===== config.mk =====
export PLATFORM = sky130hd
export DESIGN_NAME = bba_controller
export DESIGN_NICKNAME = d
export VERILOG_FILES = /design/src/bba_pkg.sv /design/src/bba_controller.sv
export SDC_FILE = /design/constraint.sdc
export NUM_CORES = 1
export LEC_CHECK = 0
export BUFFER_PORTS_ARGS = -buffer_cell sky130_fd_sc_hd__buf_2
export CAP_MARGIN = 20
export CORE_MARGIN = 2
export CORE_UTILIZATION = 34
export CTS_CLUSTER_DIAMETER = 150
export CTS_CLUSTER_SIZE = 25
export DETAILED_ROUTE_END_ITERATION = 16
export PLACE_DENSITY_LB_ADDON = 0.25
export SETUP_SLACK_MARGIN = 0.02
export SYNTH_ARGS = -nofsm -noshare
export SYNTH_HDL_FRONTEND = slang
export SYNTH_SLANG_ARGS = --single-unit

===== constraint.sdc =====
create_clock -name clk -period 1.8 [get_ports clk]
set_clock_uncertainty 0.05 [all_clocks]
set_input_delay 0.09 -clock clk [delete_from_list [all_inputs] [get_ports clk]]
set_output_delay 0.09 -clock clk [all_outputs]
set_load 0.05 [all_outputs]

===== src/bba_pkg.sv =====
`timescale 1ns / 1ps
package bba_pkg;

  localparam int MAX_LEAVES_DEF      = 1024;
  localparam int MIN_BLOCK_BYTES_DEF = 1024;
  localparam int LEVEL_COUNT_DEF     = 11;
  localparam int LEAF_COUNT_RESET    = 1024;
  localparam int TAG_NONE            = 15;
  localparam int WORD_BITS           = 32;
  localparam int WORD_SHIFT          = 5;

  typedef enum logic [1:0] {
    K_REBUILD = 2'd0,
    K_ALLOC   = 2'd1,
    K_FREE    = 2'd2
  } kind_t;

  typedef enum logic [2:0] {
    ST_OK        = 3'd0,
    ST_TOO_LARGE = 3'd1,
    ST_FULL      = 3'd2,
    ST_NO_BLOCK  = 3'd3,
    ST_BAD_ADDR  = 3'd4,
    ST_NULL      = 3'd5
  } status_t;

  typedef enum logic [4:0] {
    S_IDLE,
    S_DECODE,
    S_CLR,
    S_RB_CHK,
    S_RB_RD,
    S_RB_WR,
    S_A_LVL,
    S_A_SET,
    S_A_RD,
    S_A_CHK,
    S_A_SPLIT,
    S_A_SPRD,
    S_A_SPWR,
    S_F_CHK,
    S_F_TAG,
    S_F_LOOP,
    S_F_RD,
    S_F_WR,
    S_F_END,
    S_DONE
  } ctrl_state_t;

  typedef enum logic [4:0] {
    DP_NOP,
    DP_ACCEPT,
    DP_CLR_START,
    DP_CLR_STEP,
    DP_RB_SET,
    DP_RB_NEXT,
    DP_RB_WR,
    DP_A_LEVEL,
    DP_A_SCAN_SET,
    DP_A_CHK,
    DP_A_SPLIT,
    DP_A_SP_WR,
    DP_A_TAG,
    DP_F_TAG,
    DP_F_LOOP,
    DP_F_WR,
    DP_F_OK,
    DP_RESULT,
    DP_PUSH
  } dp_op_t;

  typedef struct packed {
    dp_op_t  op;
    status_t code;
  } dp_cmd_t;

  typedef struct packed {
    kind_t kind;
    logic  i_lt_l;
    logic  rb_odd;
    logic  size_bad;
    logic  cap_bad;
    logic  scan_found;
    logic  scan_last;
    logic  split_more;
    logic  f_null;
    logic  f_bad;
    logic  tag_none;
    logic  merge;
    logic  clr_last;
    logic  out_free;
  } dp_stat_t;

endpackage


===== src/bba_controller.sv =====
`timescale 1ns / 1ps
module bba_controller (
  input  logic              clk,
  input  logic              rst_n,
  input  logic              in_valid,
  output logic              in_ready,
  input  bba_pkg::dp_stat_t stat,
  output bba_pkg::dp_cmd_t  cmd
);

  bba_pkg::ctrl_state_t state_r, state_nxt;
  logic                 from_item_r, from_item_nxt;

  always_ff @(posedge clk) begin
    if (!rst_n) begin
      state_r     <= bba_pkg::S_CLR;
      from_item_r <= 1'b0;
    end else begin
      state_r     <= state_nxt;
      from_item_r <= from_item_nxt;
    end
  end

  always_comb begin
    state_nxt     = state_r;
    from_item_nxt = from_item_r;
    in_ready      = 1'b0;
    cmd.op        = bba_pkg::DP_NOP;
    cmd.code      = bba_pkg::ST_OK;
    unique case (state_r)
      bba_pkg::S_IDLE: begin
        in_ready = 1'b1;
        if (in_valid) begin
          cmd.op    = bba_pkg::DP_ACCEPT;
          state_nxt = bba_pkg::S_DECODE;
        end
      end
      bba_pkg::S_DECODE: begin
        case (stat.kind)
          bba_pkg::K_REBUILD: begin
            cmd.op        = bba_pkg::DP_CLR_START;
            from_item_nxt = 1'b1;
            state_nxt     = bba_pkg::S_CLR;
          end
          bba_pkg::K_ALLOC: state_nxt = bba_pkg::S_A_LVL;
          bba_pkg::K_FREE:  state_nxt = bba_pkg::S_F_CHK;
          default: begin
            cmd.op    = bba_pkg::DP_RESULT;
            state_nxt = bba_pkg::S_DONE;
          end
        endcase
      end
      bba_pkg::S_CLR: begin
        cmd.op = bba_pkg::DP_CLR_STEP;
        if (stat.clr_last) begin
          state_nxt = bba_pkg::S_RB_CHK;
        end
      end
      bba_pkg::S_RB_CHK: begin
        if (!stat.i_lt_l) begin
          if (from_item_r) begin
            cmd.op        = bba_pkg::DP_RESULT;
            from_item_nxt = 1'b0;
            state_nxt     = bba_pkg::S_DONE;
          end else begin
            state_nxt = bba_pkg::S_IDLE;
          end
        end else if (stat.rb_odd) begin
          cmd.op    = bba_pkg::DP_RB_SET;
          state_nxt = bba_pkg::S_RB_RD;
        end else begin
          cmd.op = bba_pkg::DP_RB_NEXT;
        end
      end
      bba_pkg::S_RB_RD: state_nxt = bba_pkg::S_RB_WR;
      bba_pkg::S_RB_WR: begin
        cmd.op    = bba_pkg::DP_RB_WR;
        state_nxt = bba_pkg::S_RB_CHK;
      end
      bba_pkg::S_A_LVL: begin
        if (stat.size_bad) begin
          cmd.op    = bba_pkg::DP_RESULT;
          cmd.code  = bba_pkg::ST_TOO_LARGE;
          state_nxt = bba_pkg::S_DONE;
        end else if (stat.cap_bad) begin
          cmd.op    = bba_pkg::DP_RESULT;
          cmd.code  = bba_pkg::ST_FULL;
          state_nxt = bba_pkg::S_DONE;
        end else begin
          cmd.op    = bba_pkg::DP_A_LEVEL;
          state_nxt = bba_pkg::S_A_SET;
        end
      end
      bba_pkg::S_A_SET: begin
        if (!stat.i_lt_l) begin
          cmd.op    = bba_pkg::DP_RESULT;
          cmd.code  = bba_pkg::ST_NO_BLOCK;
          state_nxt = bba_pkg::S_DONE;
        end else begin
          cmd.op    = bba_pkg::DP_A_SCAN_SET;
          state_nxt = bba_pkg::S_A_RD;
        end
      end
      bba_pkg::S_A_RD: state_nxt = bba_pkg::S_A_CHK;
      bba_pkg::S_A_CHK: begin
        cmd.op = bba_pkg::DP_A_CHK;
        if (stat.scan_found) begin
          state_nxt = bba_pkg::S_A_SPLIT;
        end else if (stat.scan_last) begin
          state_nxt = bba_pkg::S_A_SET;
        end else begin
          state_nxt = bba_pkg::S_A_RD;
        end
      end
      bba_pkg::S_A_SPLIT: begin
        if (stat.split_more) begin
          cmd.op    = bba_pkg::DP_A_SPLIT;
          state_nxt = bba_pkg::S_A_SPRD;
        end else begin
          cmd.op    = bba_pkg::DP_A_TAG;
          state_nxt = bba_pkg::S_DONE;
        end
      end
      bba_pkg::S_A_SPRD: state_nxt = bba_pkg::S_A_SPWR;
      bba_pkg::S_A_SPWR: begin
        cmd.op    = bba_pkg::DP_A_SP_WR;
        state_nxt = bba_pkg::S_A_SPLIT;
      end
      bba_pkg::S_F_CHK: begin
        if (stat.f_null) begin
          cmd.op    = bba_pkg::DP_RESULT;
          cmd.code  = bba_pkg::ST_NULL;
          state_nxt = bba_pkg::S_DONE;
        end else if (stat.f_bad) begin
          cmd.op    = bba_pkg::DP_RESULT;
          cmd.code  = bba_pkg::ST_BAD_ADDR;
          state_nxt = bba_pkg::S_DONE;
        end else begin
          state_nxt = bba_pkg::S_F_TAG;
        end
      end
      bba_pkg::S_F_TAG: begin
        if (stat.tag_none) begin
          cmd.op    = bba_pkg::DP_RESULT;
          cmd.code  = bba_pkg::ST_BAD_ADDR;
          state_nxt = bba_pkg::S_DONE;
        end else begin
          cmd.op    = bba_pkg::DP_F_TAG;
          state_nxt = bba_pkg::S_F_LOOP;
        end
      end
      bba_pkg::S_F_LOOP: begin
        if (!stat.i_lt_l) begin
          cmd.op    = bba_pkg::DP_F_OK;
          state_nxt = bba_pkg::S_DONE;
        end else begin
          cmd.op    = bba_pkg::DP_F_LOOP;
          state_nxt = bba_pkg::S_F_RD;
        end
      end
      bba_pkg::S_F_RD: state_nxt = bba_pkg::S_F_WR;
      bba_pkg::S_F_WR: begin
        cmd.op    = bba_pkg::DP_F_WR;
        state_nxt = stat.merge ? bba_pkg::S_F_LOOP : bba_pkg::S_F_END;
      end
      bba_pkg::S_F_END: begin
        cmd.op    = bba_pkg::DP_F_OK;
        state_nxt = bba_pkg::S_DONE;
      end
      bba_pkg::S_DONE: begin
        if (stat.out_free) begin
          cmd.op    = bba_pkg::DP_PUSH;
          state_nxt = bba_pkg::S_IDLE;
        end
      end
      default: state_nxt = bba_pkg::S_IDLE;
    endcase
  end

`ifndef SYNTHESIS
  a_one_at_a_time: assert property (@(posedge clk) disable iff (!rst_n)
    (in_valid && in_ready) |=> !in_ready)
    else $error("second request taken while one is in flight");
  a_push_then_idle: assert property (@(posedge clk) disable iff (!rst_n)
    (cmd.op == bba_pkg::DP_PUSH) |=> (state_r == bba_pkg::S_IDLE))
    else $error("controller not idle after result push");
`endif

endmodule


==> metrics.txt <==
# TYPE chip_impl_metric gauge
chip_impl_metric{name="area_delta_synth_final",unit="%"} 64.6
chip_impl_info{name="criticalPathCategory",value="flip-flop to primary output"} 1
chip_impl_metric{name="ctsHoldBuffers",unit=""} 0
chip_impl_info{name="tritoncts",value="done"} 1
chip_impl_metric{name="antenna_found_initial",unit=""} 0
chip_impl_metric{name="fin_util",unit=""} 0.586
chip_impl_metric{name="timing.fmax",unit="MHz"} 494
chip_impl_metric{name="synthesis_warning_total",unit=""} 0
chip_impl_info{name="cell_at_the_root_of_the_clock_tree",value="sky130_fd_sc_hd__clkbuf_4"} 1
chip_impl_info{name="startpoint_type",value="flip-flop"} 1
chip_impl_info{name="startpoint",value="state_r[0]"} 1
chip_impl_metric{name="crit_fanout",unit=""} 5
chip_impl_metric{name="ys_types",unit=""} 52
chip_impl_info{name="run_status",value="finished with violations"} 1
chip_impl_metric{name="power-per-cell-area",unit="nW/um2"} 1300
chip_impl_metric{name="finalSetupViolations",unit=""} 8
chip_impl_metric{name="period_minus_slack",unit="ns"} 2.02
chip_impl_metric{name="synth_edf_count",unit=""} 0
chip_impl_metric{name="final_layout_size_suffix_gt1_frac",unit=""} 0.463
chip_impl_metric{name="postSynthRegisterBits",unit=""} 6
chip_impl_info{name="grt_setup_unrepaired",value="yes"} 1
chip_impl_metric{name="drt-pass1-iter-count",unit=""} 4
chip_impl_metric{name="yosysTopAreaCellShare",unit=""} 0.111
chip_impl_info{name="worst_hold_path_type",value="input port to flip-flop"} 1
chip_impl_info{name="dominantRegCellSynth",value="sky130_fd_sc_hd__dfxtp_1"} 1
chip_impl_info{name="min_to",value="state_r[4]"} 1
chip_impl_metric{name="maximum_number_of_pins_on_one_net_before_global_route_repair",unit=""} 17
chip_impl_metric{name="max-slew-margin-rel",unit=""} 0.759
chip_impl_metric{name="port_buffers",unit=""} 26
chip_impl_metric{name="global_route_wire_length_before_repair",unit="mm"} 6.84
chip_impl_metric{name="routed-via-count",unit=""} 1595
chip_impl_metric{name="synthesis.area_per_instance",unit="um2"} 6.70
chip_impl_metric{name="count_of_nets_after_finishing",unit=""} 241
chip_impl_metric{name="cts_inserted_buffers",unit=""} 3
chip_impl_metric{name="final_max_slew_viol_count",unit=""} 0
chip_impl_metric{name="critical_path_arrival",unit="ns"} 1.88
chip_impl_metric{name="grt_pass1_vias",unit=""} 1413
chip_impl_metric{name="synth_async_sr_flop_share",unit=""} 0
chip_impl_metric{name="netlist_area",unit="um2"} 1080
chip_impl_metric{name="die_h",unit="um"} 60.3
chip_impl_info{name="min-delay-start",value="rst_n"} 1
chip_impl_metric{name="antenna_cells",unit=""} 0
chip_impl_metric{name="fp-row-count",unit=""} 20
chip_impl_metric{name="clock-sinks",unit=""} 6
chip_impl_metric{name="synth.yosys.seq_area_share",unit=""} 0.111
chip_impl_metric{name="path_clk_slew",unit="ns"} 0.05
chip_impl_metric{name="full_die_area",unit="um2"} 3640
chip_impl_metric{name="totalPowerFinal",unit="mW"} 2.30
chip_impl_info{name="critical_path.endpoint_type",value="primary output"} 1
chip_impl_metric{name="reg2reg_slack",unit="ns"} -0.03
chip_impl_metric{name="max-cap-violations",unit=""} 0
chip_impl_metric{name="final-hold-violation-count",unit=""} 0
chip_impl_metric{name="critPathRequiredTime",unit="ns"} 1.66
chip_impl_metric{name="clk_path_buf_depth",unit=""} 2
chip_impl_metric{name="grt_remaining_overflow",unit=""} 0
chip_impl_info{name="worst_reg2reg_endpoint",value="state_r[4]"} 1
chip_impl_metric{name="fin_crit_sh",unit=""} 1.12
chip_impl_metric{name="power.static_leakage",unit="nW"} 0.773
chip_impl_metric{name="setup_slack",unit="ns"} -0.224
chip_impl_metric{name="detailedRoute.firstIterationViolations",unit=""} 144
chip_impl_metric{name="gpl_wtd_cong",unit=""} 0.980
chip_impl_info{name="violations_in_the_final_reports",value="negative setup slack"} 1
chip_impl_info{name="synth_largest_area_cell",value="sky130_fd_sc_hd__dfxtp_1"} 1
chip_impl_info{name="synth_most_common_cell",value="sky130_fd_sc_hd__inv_1"} 1
chip_impl_info{name="cells_taking_the_most_area_after_synthesis",value="sky130_fd_sc_hd__dfxtp_1, sky130_fd_sc_hd__ha_1, sky130_fd_sc_hd__nand3_1"} 1
chip_impl_metric{name="floorplan.core_area",unit="um2"} 3030
chip_impl_metric{name="antenna_left",unit=""} 0
chip_impl_metric{name="synthesis.instances",unit=""} 161
chip_impl_metric{name="routed_via_density",unit=""} 6.13
chip_impl_metric{name="dp_hpwl",unit="mm"} 3.48
chip_impl_metric{name="timing_worst_slew_pin_value",unit="ns"} 0.361
chip_impl_metric{name="route.detailed.wl_per_inst",unit="um"} 19.2
chip_impl_metric{name="num_io_pins",unit=""} 27
chip_impl_metric{name="max-vdd-ir-drop",unit="mV"} 0.473
chip_impl_metric{name="n_fill_cell",unit=""} 291
chip_impl_info{name="rr_startpoint",value="state_r[0]"} 1
chip_impl_metric{name="initial_core_util",unit=""} 0.356
chip_impl_metric{name="postSynthNetCount",unit=""} 184
chip_impl_metric{name="whs_path_depth",unit=""} 2
chip_impl_metric{name="totalWireLength",unit="mm"} 5.00
chip_impl_metric{name="drc_errors",unit=""} 0
chip_impl_metric{name="clk_latency",unit="ns"} 0.27
chip_impl_metric{name="htree_num_levels",unit=""} 1
chip_impl_info{name="synth_commonest_cells",value="sky130_fd_sc_hd__inv_1, sky130_fd_sc_hd__nand2_1, sky130_fd_sc_hd__nand3_1"} 1
chip_impl_metric{name="chipWidth",unit="um"} 60.3
chip_impl_metric{name="track_usage",unit=""} 0.255
chip_impl_metric{name="r2r.worst_path.cells",unit=""} 10
==> worst max path at each step <==
stage                            end  slack, ns  depth (start not counted)
after floorplan               cmd[4]      -0.09                          7
after global placement    state_r[0]      -0.03                          6
after detailed placement  state_r[0]      -0.06                          6
after CTS                     cmd[7]      -0.17                          5
after global routing          cmd[3]      -0.26                          6
final                         cmd[3]      -0.22                          6
==> flip-flops by register name, summed over array words and instances (netlist names) <==
name,flops
from_item_r,1
state_r,5
==> stage by stage <==
step / cell area (um2) / worst slack, ns / hold WS [ns] / TNS [ns] / instances
floorplan: 1140 / -0.0871 / 0.168 / -0.169 / 161
detailed placement: 1450 / -0.0572 / 0.320 / -0.0929 / 247
global route: 1780 / -0.260 / 0.0674 / -1.37 / 260
CTS: 1560 / -0.174 / 0.0661 / -0.693 / 253
global placement: 1450 / -0.0304 / 0.327 / -0.0304 / 247
finish: 1780 / -0.224 / 0.0554 / -0.957 / 260
==> power breakdown <==
group | internal, mW | leakage (nW) | total (mW) | switching (mW)
registers | 0.176 | 0.0506 | 0.227 | 0.0507
logic | 0.885 | 0.709 | 1.94 | 1.05
clock network | 0.0765 | 0.0138 | 0.141 | 0.0642
==> area by class of cell <==
| class | count | area (um2) | area share |
|---|---|---|---|
| Clock buffer | 3 | 22.5 | 0.0127 |
| Inverter | 13 | 48.8 | 0.0275 |
| Multi-Input combinational cell | 130 | 1010 | 0.570 |
| Sequential cell | 6 | 133 | 0.0747 |
| Tap cell | 44 | 55.1 | 0.0310 |
| Timing Repair Buffer | 64 | 504 | 0.284 |
==> cell usage in the layout, fill, tap and decap left out, types with 4 or more instances in the layout <==
cell	instances
sky130_fd_sc_hd__a21oi_1	5
sky130_fd_sc_hd__a31oi_1	4
sky130_fd_sc_hd__buf_2	19
sky130_fd_sc_hd__buf_4	35
sky130_fd_sc_hd__buf_6	5
sky130_fd_sc_hd__ha_1	5
sky130_fd_sc_hd__inv_1	13
sky130_fd_sc_hd__nand2_1	12
sky130_fd_sc_hd__nand3_1	10
sky130_fd_sc_hd__nand4_1	5
sky130_fd_sc_hd__nor2_1	8
sky130_fd_sc_hd__o21ai_0	7
==> routing by layer <==
layer / global-route usage / vias up / routed length, um
met4: 0.156 / 0 / 197
met5: 0 / - / 0
met1: 0.325 / 760 / 1990
met2: 0.396 / 96 / 2420
li1: - / 725 / -
met3: 0.0455 / 14 / 394
==> worst max-delay path, stage by stage (launching register included) <==
cell,delay (ns)
sky130_fd_sc_hd__dfxtp_4,0.35
sky130_fd_sc_hd__or3b_4,0.41
sky130_fd_sc_hd__or3_4,0.37
sky130_fd_sc_hd__o311ai_2,0.13
sky130_fd_sc_hd__nor2_1,0.11
sky130_fd_sc_hd__nand3_2,0.10
sky130_fd_sc_hd__buf_8,0.15
==> logic make-up (layout without fill, tap and decap cells) <==
kind of cell,Yosys count,after routing,share of synthesized area
simple gates,67,67,0.348
compound gates,57,57,0.374
buf+inv,25,80,0.0998
fa+ha+maj,5,5,0.0580
mux,1,1,0.00928
flops,6,6,0.111
==> repair_timing <==
| item | 4_1_cts | 5_1_grt |
|---|---|---|
| setup endpoints to repair | 10 | 11 |
| gates resized for setup | 22 | 32 |
| buffers inserted | 3 | 7 |
| pin swaps | 3 | 9 |
Note: power is estimated with default switching activity, not from simulation.
